**src/rtl/ult_pkg.sv**
```systemverilog
package ult_pkg;

  localparam int LABEL_W = 32;

  typedef enum logic [2:0] {
    FUNC_ADD    = 3'd0,
    FUNC_REMOVE = 3'd1,
    FUNC_FIND   = 3'd2,
    FUNC_READ   = 3'd3,
    FUNC_SET    = 3'd4,
    FUNC_CLEAR  = 3'd5,
    FUNC_INIT   = 3'd6
  } func_t;

  typedef enum logic [1:0] {
    ST_IDLE,
    ST_CMP,
    ST_EXEC
  } state_t;

  typedef struct packed {
    logic [2:0]                func;
    logic signed [LABEL_W-1:0] label;
    logic [7:0]                index;
  } req_t;

  typedef struct packed {
    logic                      ok;
    logic [3:0]                found_index;
    logic signed [LABEL_W-1:0] label_out;
    logic [4:0]                count;
  } rsp_t;

  // broadcast to every cell of the row
  typedef struct packed {
    logic               cmp;
    logic               add;
    logic               rem;
    logic               set;
    logic               init;
    logic [LABEL_W-1:0] key;
  } cell_cmd_t;

endpackage

```
**src/rtl/ult_cell.sv**
```systemverilog
module ult_cell
  import ult_pkg::*;
#(
  parameter int DEPTH = 16,
  parameter int POS   = 0
) (
  input  logic                       clk,
  input  cell_cmd_t                  cmd,
  input  logic [$clog2(DEPTH+1)-1:0] count,
  input  logic [7:0]                 index,
  input  logic [$clog2(DEPTH)-1:0]   pos,
  input  logic [$clog2(DEPTH+1)-1:0] init_n,
  input  logic [LABEL_W-1:0]         next_label,
  output logic [LABEL_W-1:0]         label,
  output logic                       match,
  output logic [$clog2(DEPTH)-1:0]   pos_term,
  output logic [LABEL_W-1:0]         rd_term
);

  localparam int IW = $clog2(DEPTH);
  localparam int CW = $clog2(DEPTH+1);

  logic live;
  logic at_index;

  assign live     = CW'(POS) < count;
  assign at_index = index == 8'(POS);

  always_ff @(posedge clk) begin
    if (cmd.cmp) begin
      match <= live && (label == cmd.key);
    end
  end

  always_ff @(posedge clk) begin
    if (cmd.add && (CW'(POS) == count)) begin
      label <= cmd.key;
    end else if (cmd.rem && (IW'(POS) >= pos)) begin
      label <= next_label;          // close the gap from the right neighbor
    end else if (cmd.set && at_index) begin
      label <= cmd.key;
    end else if (cmd.init && (CW'(POS) < init_n)) begin
      label <= LABEL_W'(POS);
    end
  end

  assign pos_term = match ? IW'(POS) : '0;
  assign rd_term  = at_index ? label : '0;

endmodule

```
**src/rtl/unique_label_table.sv**
```systemverilog
// An accepted request beat passes through the compare state and then the
// execute state of the cell row; its response beat is registered in the execute
// state once the output register is free. The next request is taken in that
// execute cycle, as the response is registered, and not before.
// Reset clears the fill count, initial_count and both handshakes; label cells
// are not cleared and only entries below the count are ever read.
module unique_label_table
  import ult_pkg::*;
#(
  parameter int DEPTH = 16
) (
  input  logic       clk,
  input  logic       rst,
  input  logic       req_valid,
  output logic       req_ready,
  input  req_t       req,
  output logic       rsp_valid,
  input  logic       rsp_ready,
  output rsp_t       rsp,
  input  logic       cfg_we,
  input  logic [4:0] cfg_wdata
);

  localparam int IW = $clog2(DEPTH);       // position width
  localparam int CW = $clog2(DEPTH+1);     // count width, holds DEPTH itself
  localparam int WW = CW + 8;              // common width for range compares

  state_t state, state_next;
  req_t   op;                              // request under work
  logic [CW-1:0] cnt, cnt_next;
  logic [4:0]    init_cnt;                 // initial_count register

  logic rsp_free;
  logic cmp_en;
  logic exec_en;

  // cell row
  logic [LABEL_W-1:0] cell_label [DEPTH];
  logic [LABEL_W-1:0] cell_next  [DEPTH];
  logic               cell_match [DEPTH];
  logic [IW-1:0]      cell_pos   [DEPTH];
  logic [LABEL_W-1:0] cell_rd    [DEPTH];
  cell_cmd_t          cmd;

  // reductions over the row; labels are unique so at most one cell matches
  logic               hit;
  logic [IW-1:0]      hit_pos;
  logic [LABEL_W-1:0] rd_label;

  logic          idx_ok;
  logic          add_ok;
  logic [CW-1:0] init_n;
  logic          ok;
  rsp_t          rsp_d;

  assign rsp_free = !rsp_valid || rsp_ready;

  // ---------------- control FSM ----------------
  always_ff @(posedge clk) begin
    if (rst) begin
      state <= ST_IDLE;
    end else begin
      state <= state_next;
    end
  end

  always_comb begin
    state_next = state;
    unique case (state)
      ST_IDLE: begin
        if (req_valid) state_next = ST_CMP;
      end
      ST_CMP: begin
        state_next = ST_EXEC;
      end
      ST_EXEC: begin
        if (rsp_free) state_next = req_valid ? ST_CMP : ST_IDLE;
      end
      default: begin
        state_next = ST_IDLE;
      end
    endcase
  end

  always_comb begin
    req_ready = 1'b0;
    cmp_en    = 1'b0;
    exec_en   = 1'b0;
    unique case (state)
      ST_IDLE: begin
        req_ready = 1'b1;
      end
      ST_CMP: begin
        cmp_en = 1'b1;
      end
      ST_EXEC: begin
        // finish this beat and take the next one in the same cycle
        exec_en   = rsp_free;
        req_ready = rsp_free;
      end
      default: begin
      end
    endcase
  end

  always_ff @(posedge clk) begin
    if (req_valid && req_ready) begin
      op <= req;
    end
  end

  // ---------------- config ----------------
  always_ff @(posedge clk) begin
    if (rst) begin
      init_cnt <= '0;
    end else if (cfg_we) begin
      init_cnt <= cfg_wdata;
    end
  end

  // ---------------- row reduction ----------------
  always_comb begin
    hit      = 1'b0;
    hit_pos  = '0;
    rd_label = '0;
    for (int i = 0; i < DEPTH; i++) begin
      hit      = hit | cell_match[i];
      hit_pos  = hit_pos | cell_pos[i];
      rd_label = rd_label | cell_rd[i];
    end
  end

  // ---------------- execute decode ----------------
  assign idx_ok = WW'(op.index) < WW'(cnt);
  assign add_ok = !hit && (WW'(cnt) < WW'(DEPTH));
  // init loads min(initial_count, DEPTH) labels
  assign init_n = (WW'(init_cnt) > WW'(DEPTH)) ? CW'(DEPTH) : CW'(init_cnt);

  always_comb begin
    ok       = 1'b0;
    cnt_next = cnt;
    rsp_d    = '0;
    unique case (op.func)
      FUNC_ADD: begin
        ok = add_ok;
        if (add_ok) cnt_next = cnt + CW'(1);
      end
      FUNC_REMOVE: begin
        ok = hit;
        if (hit) cnt_next = cnt - CW'(1);
      end
      FUNC_FIND: begin
        ok = hit;
        if (hit) rsp_d.found_index = 4'(hit_pos);
      end
      FUNC_READ: begin
        ok = idx_ok;
        if (idx_ok) rsp_d.label_out = rd_label;
      end
      FUNC_SET: begin
        ok = idx_ok && !hit;
      end
      FUNC_CLEAR: begin
        ok       = 1'b1;
        cnt_next = '0;
      end
      FUNC_INIT: begin
        ok       = 1'b1;
        cnt_next = init_n;
      end
      default: begin
        // unused code: no change, count still reported
      end
    endcase
    rsp_d.ok    = ok;
    rsp_d.count = 5'(cnt_next);
  end

  always_comb begin
    cmd      = '0;
    cmd.key  = op.label;
    cmd.cmp  = cmp_en;
    cmd.add  = exec_en && ok && (op.func == FUNC_ADD);
    cmd.rem  = exec_en && ok && (op.func == FUNC_REMOVE);
    cmd.set  = exec_en && ok && (op.func == FUNC_SET);
    cmd.init = exec_en && (op.func == FUNC_INIT);
  end

  always_ff @(posedge clk) begin
    if (rst) begin
      cnt <= '0;
    end else if (exec_en) begin
      cnt <= cnt_next;
    end
  end

  // ---------------- response register ----------------
  always_ff @(posedge clk) begin
    if (rst) begin
      rsp_valid <= 1'b0;
    end else if (exec_en) begin
      rsp_valid <= 1'b1;
    end else if (rsp_ready) begin
      rsp_valid <= 1'b0;
    end
  end

  always_ff @(posedge clk) begin
    if (exec_en) begin
      rsp <= rsp_d;
    end
  end

  // ---------------- cells ----------------
  for (genvar g = 0; g < DEPTH; g++) begin : g_cell
    if (g == DEPTH - 1) begin : g_last
      assign cell_next[g] = cell_label[g];
    end else begin : g_mid
      assign cell_next[g] = cell_label[g+1];
    end

    ult_cell #(
      .DEPTH (DEPTH),
      .POS   (g)
    ) u_cell (
      .clk        (clk),
      .cmd        (cmd),
      .count      (cnt),
      .index      (op.index),
      .pos        (hit_pos),
      .init_n     (init_n),
      .next_label (cell_next[g]),
      .label      (cell_label[g]),
      .match      (cell_match[g]),
      .pos_term   (cell_pos[g]),
      .rd_term    (cell_rd[g])
    );
  end

endmodule

```
**config.mk**
```make
export PLATFORM = sky130hd
export DESIGN_NAME = unique_label_table
export DESIGN_NICKNAME = d
export VERILOG_FILES = /design/src/rtl/ult_pkg.sv /design/src/rtl/ult_cell.sv /design/src/rtl/unique_label_table.sv
export SDC_FILE = /design/constraint.sdc
export NUM_CORES = 1
export LEC_CHECK = 0
export BUFFER_PORTS_ARGS = -buffer_cell sky130_fd_sc_hd__buf_2
export CAP_MARGIN = 20
export CORE_UTILIZATION = 34
export DETAILED_ROUTE_END_ITERATION = 7
export PLACE_DENSITY = 0.46
export SETUP_SLACK_MARGIN = 0.15
export SLEW_MARGIN = 5
export SYNTH_ARGS = -nofsm -noshare
export SYNTH_HDL_FRONTEND = slang
export SYNTH_SLANG_ARGS = --single-unit
```
**constraint.sdc**
```tcl
create_clock -name clk -period 5.6 [get_ports clk]
set_input_delay 0.56 -clock clk [delete_from_list [all_inputs] [get_ports clk]]
set_output_delay 0.56 -clock clk [all_outputs]
set_load 0.01 [all_outputs]
```
==> metrics.txt, run 1 <==
Post-Synthesis Cells 3313; die area about 0.11 mm²; Max VDD drop 0.000183 V; Max Fclk approximately 210 MHz; Worst Clk Skew roughly 29 ps; Final Hold Fails 0; aggregate global routing overflow 0; Clock Sinks 626; Final period util between 80 and 90%; Max Cap Viol 0; post-CTS sizing 0; CP startpoint kind flip-flop; final setup violating endpoints 0; Nets about 3400; Vias ~33000; Antenna Nets Post-Route 0; worst-path fanout max 32; clk_lat worst skew between 600 and 700 ps; PwrDens about 280 mW/mm²; die width 331 µm; dpl hpwl 172 mm; vias in the first global route a little over 30000; post-route DRC violation count 0; Avg WL per Cell 45.9 µm; Worst-Margin Slew ~1300 ps; worst path required time ~6000 ps; synthesized area between 0.03 and 0.04 mm²; gpl congestion around 1.0; final setup TNS 0 ps; std cell rows 120; initial antenna violation count 12; Yosys reg bits 626; core area between 0.1 and 0.15 mm²; hold_buf cts 0; Synth cell types 73; first-pass GRT wire length 289 mm; net count after synthesis approximately 3400; CP endpoint kind flip-flop; flop2flop setup slack between 800 and 900 ps; layout cell share with drive strength beyond 1 roughly 15%; CTS H-Tree Depth 3; leakage power roughly 13 nW; Die H between 300 and 400 µm; status complete, no violations; CTS tree yes; asr flop ratio synth 0%; arrival time at the worst endpoint approximately 5000 ps; Starting Density between 30 and 40%; RSZ-0062 raised after global routing no; max-slew violations 0; initial drt markers between 5000 and 6000; Tmin final between 4000 and 5000 ps; Routed WL roughly 220 mm; Via density 6.78; io pins 97; EDFF count, synth 613; Crit Path Category flip-flop to flip-flop; post-synthesis area per instance 11.1 µm²; worst min path class input pin to flip-flop; clk slew on worst S/H paths about 60 ps; gr usage total ~40%; Seq/Total Area, Yosys 50.7%; total CTS buffers 80; Post-synth top flop edfxtp_1; P&R area growth vs syn 14.3%; Rel. slew slack a little under an eighth; yosys warns 0; Root Buffer clkbuf_16; post-CTS setup buffers 0; largest net degree at the start of global routing 73; worst-case clock buffer depth 3; port buffer count 96; worst hold slack around 56 ps; First-pass DRT Iterations 6
final cells by class:
cell class                      instances  area, µm²
Fill cell                           10500      65100
Timing Repair Buffer                  306       2150
Sequential cell                       626      18700
Clock inverter                         42        422
Tap cell                             1403       1760
Antenna cell                            5       12.5
Multi-Input combinational cell       2297      16800
Inverter                               30        118
Clock buffer                          102       2200
cells in the mapped netlist, types with 7 or more instances:
cell type  count  area, µm²
nor2b_1       12       75.1
clkbuf_1     250        938
nor2_1       144        541
mux2_2        16        180
nor3_1        44        220
buf_2         27        135
a311oi_1       7       61.3
dfxtp_1       13        260
a221oi_1      27        236
inv_1         29        109
a211oi_1      12       90.1
nand2_1      133        499
ha_1           9        113
or3_1         21        131
and2_1        58        363
o2bb2ai_1      8       70.1
o22ai_1       18        113
a22o_1       297       2600
buf_4          9       67.6
o21ai_0       76        380
nand3_1      146        731
buf_1         60        225
edfxtp_1     613      18400
nand2b_1      14       87.6
a31oi_1       26        163
a21oi_1      152        761
xor2_1       296       2590
a32oi_1       27        236
and3_1        21        131
a22oi_1       89        668
xnor2_1      220       1930
nor4_1        95        594
buf_6         13        146
or4_1         13       97.6
a32o_1       100       1000
nand4_1       67        419
mux2i_1       57        571
cell families (layout without fill, tap and decap cells):
| kind of cell | after synthesis | after routing | synth area share [%] |
|---|---|---|---|
| compound gates | 908 | 908 | 19.0 |
| xor+xnor | 516 | 516 | 12.3 |
| fa+ha+maj | 9 | 9 | 0.306 |
| buf+inv | 390 | 480 | 4.42 |
| flops | 626 | 626 | 50.7 |
| mux | 79 | 79 | 2.40 |
| other cells | 0 | 5 | 0 |
| simple gates | 785 | 785 | 10.9 |
flip-flops by register name, summed over array words and instances, names as in the netlist:
register,count
g_cell.u_cell.label,512
rsp,42
cmd,32
g_cell.u_cell.match,16
op,11
cnt,5
init_cnt,5
state,2
rsp_valid,1
layer usage:
| metal | track usage, % | share of wire (%) | up-vias |
|---|---|---|---|
| met5 | 0 | 0.029 | - |
| met4 | 19.1 | 5.6 | 10 |
| met3 | 8.35 | 11 | 403 |
| met2 | 58.2 | 43 | 2444 |
| met1 | 53.8 | 41 | 16900 |
| li1 | - | - | 12800 |
cells in the final DEF, fill, tap and decap left out, types with 14 or more instances in the layout:
master,netlist,layout
xnor2_1,220,220
o21ai_0,76,75
clkbuf_1,250,15
nor3_1,44,38
buf_4,9,199
nand2_1,133,133
inv_1,29,27
nor4_1,95,93
a221oi_1,27,26
nor2_1,144,133
buf_2,27,97
nand4_1,67,67
o22ai_1,18,17
mux2_2,16,16
a31oi_1,26,26
a21oi_1,152,147
a22oi_1,89,89
clkbuf_16,0,84
a32o_1,100,100
and3_1,21,21
nand3_1,146,146
mux2i_1,57,57
a22o_1,297,297
or3_1,21,17
and2_1,58,57
xor2_1,296,296
a32oi_1,27,27
edfxtp_1,613,613
nand2b_1,14,14
metrics by stage:
step	utilization, %	setup WS [ps]	power [W]	cell area (µm²)	cells
2_1_floorplan	-	1120	0.00580	36900	3313
3_3_place_gp	36.8	925	0.00637	39400	4658
3_5_place_dp	36.8	915	0.00638	39500	4662
4_1_cts	39.3	906	0.0117	42100	4806
5_1_grt	39.3	765	0.0119	42100	4806
6_report	39.3	838	0.0117	42100	4811
worst paths after layout:
check,startpoint,end,cells after the start
setup / recovery,g_cell[5].u_cell.match,g_cell[1].u_cell.label[14],7
hold / removal,req[35],cmd[27],1
setup reg to reg,g_cell[5].u_cell.match,g_cell[1].u_cell.label[14],7
hold reg to reg,state[0],state[1],1
worst max-delay path: stages, from the launching register on:
cell and delay (ps):
edfxtp_1 410, or4_1 740, or4_1 750, o21ai_4 240, o211a_4 620, inv_4 360, and3_1 300, or3_2 860
report_power, final:
group	switching [W]	total, W	internal, W
Clock	0.00227	0.00537	0.00310
Combinational	0.000824	0.00111	0.000290
Sequential	0.0000999	0.00523	0.00513
Total	0.00319	0.0117	0.00852
Note: power is estimated with default switching activity, not from simulation.
==> run 2, diff against run 1 <==
==> constraint.sdc (replaced) <==
create_clock -name clk -period 6.05 [get_ports clk]
set_input_delay 0.605 -clock clk [delete_from_list [all_inputs] [get_ports clk]]
set_output_delay 0.605 -clock clk [all_outputs]
set_load 0.01 [all_outputs]
==> run 2 against run 1 <==
Net effect: first-iteration DRC count rose by 2.5%; fmax fell by 1.1%; setup slack improved by 400 ps; final cell count fell by 0.98%; sequential cell count did not move; power fell by 8.6%; routed wire length barely moved; sequential share of layout area rose by 0.51 points; critical path depth rose by 1.
==> metrics.txt, run 2 (same netlist as run 1, synthesis figures left out) <==
status complete, no violations; worst-case clock buffer depth 3 (unchanged); layout cell share with drive strength beyond 1 13.3% (-1.4 points); dpl hpwl 169 mm (-1.4%); largest net degree at the start of global routing 77 (+5.5%); std cell rows 120 (unchanged); PwrDens 257 mW/mm² (-7.5%); CP startpoint kind flip-flop; initial antenna violation count 12 (unchanged); post-CTS sizing 0 (unchanged); CTS tree yes; Max Cap Viol 0 (unchanged); aggregate global routing overflow 0 (unchanged); multi-input logic area 0.0168 mm² (about the same); Via density 6.81 (+0.43%); final setup violating endpoints 0 (unchanged); die width 331 µm (unchanged); total CTS buffers 79 (-1.3%); Sequential Area 0.0187 mm² (unchanged); cells along the critical path or4_1 > or4_1 > o22a_1 > o211a_4 > inv_4 > and3_1 > buf_4 > or2_2; Routed WL 221 mm (about the same); Vias 32400 (-0.55%); clk slew on worst S/H paths 60 ps (about the same); First-pass DRT Iterations 6 (unchanged); Worst Clk Skew 35.4 ps (+6.38 ps); max-slew violations 0 (unchanged); Nets 3358 (-1.3%); final setup TNS 0 ps (unchanged); area post-placement 0.0391 mm² (-1.0%); initial drt markers 5931 (+2.5%); post-route DRC violation count 0 (unchanged); worst path required time 6360 ps (+500 ps); Worst Setup SP g_cell[5].u_cell.match; post-CTS setup buffers 0 (unchanged); max reg flops 512 (unchanged); Filler Cell Count 10600 (+0.58%); commonest non-fill, non-tap cell in the layout edfxtp_1; P&R area growth vs syn 13.0%; worst min path class input pin to flip-flop; Root Buffer clkbuf_16; Max Fclk 208 MHz (-1.1%); Rel. slew slack 2.04% (-9.3 points); r2r startpoint g_cell[5].u_cell.match; first-pass GRT wire length 289 mm (about the same); min-delay src req[38]; arrival time at the worst endpoint 5120 ps (+100 ps); worst path bufs/invs 2 (+1); Max VDD drop 0.000199 V (+8.6%); most frequent CP cell or4_1; Die H 331 µm (unchanged); leakage power 13.2 nW (-2.0%); gpl congestion 1.05 (+5.9%); slowest CP cell or4_1; Largest stage delay, worst path 780 ps (-80 ps); CTS H-Tree Depth 3 (unchanged); Worst-Margin Slew 1470 ps (+150 ps); io pins 97 (unchanged); die area 0.110 mm² (unchanged); core area 0.107 mm² (unchanged); Clock Sinks 626 (unchanged); hold_buf cts 0 (unchanged); gr usage total 39.2% (+0.10 points); Avg WL per Cell 46.3 µm (+1.0%); Final Cell Area 0.0416 mm² (-1.1%); Crit Path Category flip-flop to flip-flop; largest register by flop count g_cell.u_cell.label; Starting Density 34.4% (unchanged); Worst path top cell family by delay simple AND/OR/NAND/NOR gates; flop2flop setup slack 1240 ps (+400 ps); worst-path fanout max 37 (+16%); Final period util 79.6% (-5.5 points); vias in the first global route 30400 (-0.94%); Layout Cells excl Fill 4764 (-0.98%); RSZ-0062 raised after global routing no; port buffer count 96 (unchanged); clk_lat worst skew 690 ps (+20 ps); Antenna Nets Post-Route 0 (unchanged); CP endpoint kind flip-flop; Inst Count DP 4617 (-0.97%); Tmin final 4810 ps (+51.6 ps); Final Hold Fails 0 (unchanged); most frequent cells in the layout 613 x edfxtp_1, 297 x a22o_1, 296 x xor2_1
## run 2: changes by cell type in the layout (fill, tap and decap cells not counted), sizes merged
cell      delta
buf         -44
diode        +1
bufinv       +1
clkinv       +2
clkinvlp     -5
clkbuf       -2
## run 2: power breakdown
group          leakage, nW  internal [W]  switching, W  total [W]
Combinational         6.27      0.000259      0.000763    0.00102
Clock                 1.24       0.00281       0.00205    0.00485
Sequential            5.65       0.00475     0.0000815    0.00483
Total                 13.2       0.00781       0.00289     0.0107
## run 2: path summary, 6_finish.rpt
check / end / cells past startpoint
setup / recovery: g_cell[7].u_cell.label[10] / 8
hold / removal: cmd[30] / 1
setup reg to reg: g_cell[7].u_cell.label[10] / 8
hold reg to reg: state[1] / 1
## run 2: per-stage QoR
stage / power [W] / hold slack [ps] / util, % / worst slack [ps]
floorplan: 0.00537 / 442 / - / 1570
global placement: 0.00589 / 471 / 36.4 / 1390
detailed placement: 0.00589 / 497 / 36.5 / 1340
CTS: 0.0107 / 61.9 / 38.8 / 1300
global route: 0.0108 / 80.6 / 38.8 / 1120
finish: 0.0107 / 92.0 / 38.8 / 1240
## run 2: layer usage
layer | vias up | track usage (%) | share of wire (%)
met3 | 431 | 11.1 | 11
met5 | - | 0 | 0.0059
met1 | 16800 | 52.7 | 40
li1 | 12800 | - | -
met4 | 2 | 19.0 | 5.8
met2 | 2457 | 57.9 | 43
## run 2: layout make-up
cell class | instances | area share [%]
inverters | 30 | 0.282
well taps | 1403 | 4.22
diodes | 6 | 0.0361
clock buffers | 100 | 5.09
clock inverters | 40 | 0.995
repair buffers | 262 | 4.25
flip-flops and latches | 626 | 44.8
multi-input cells | 2297 | 40.3
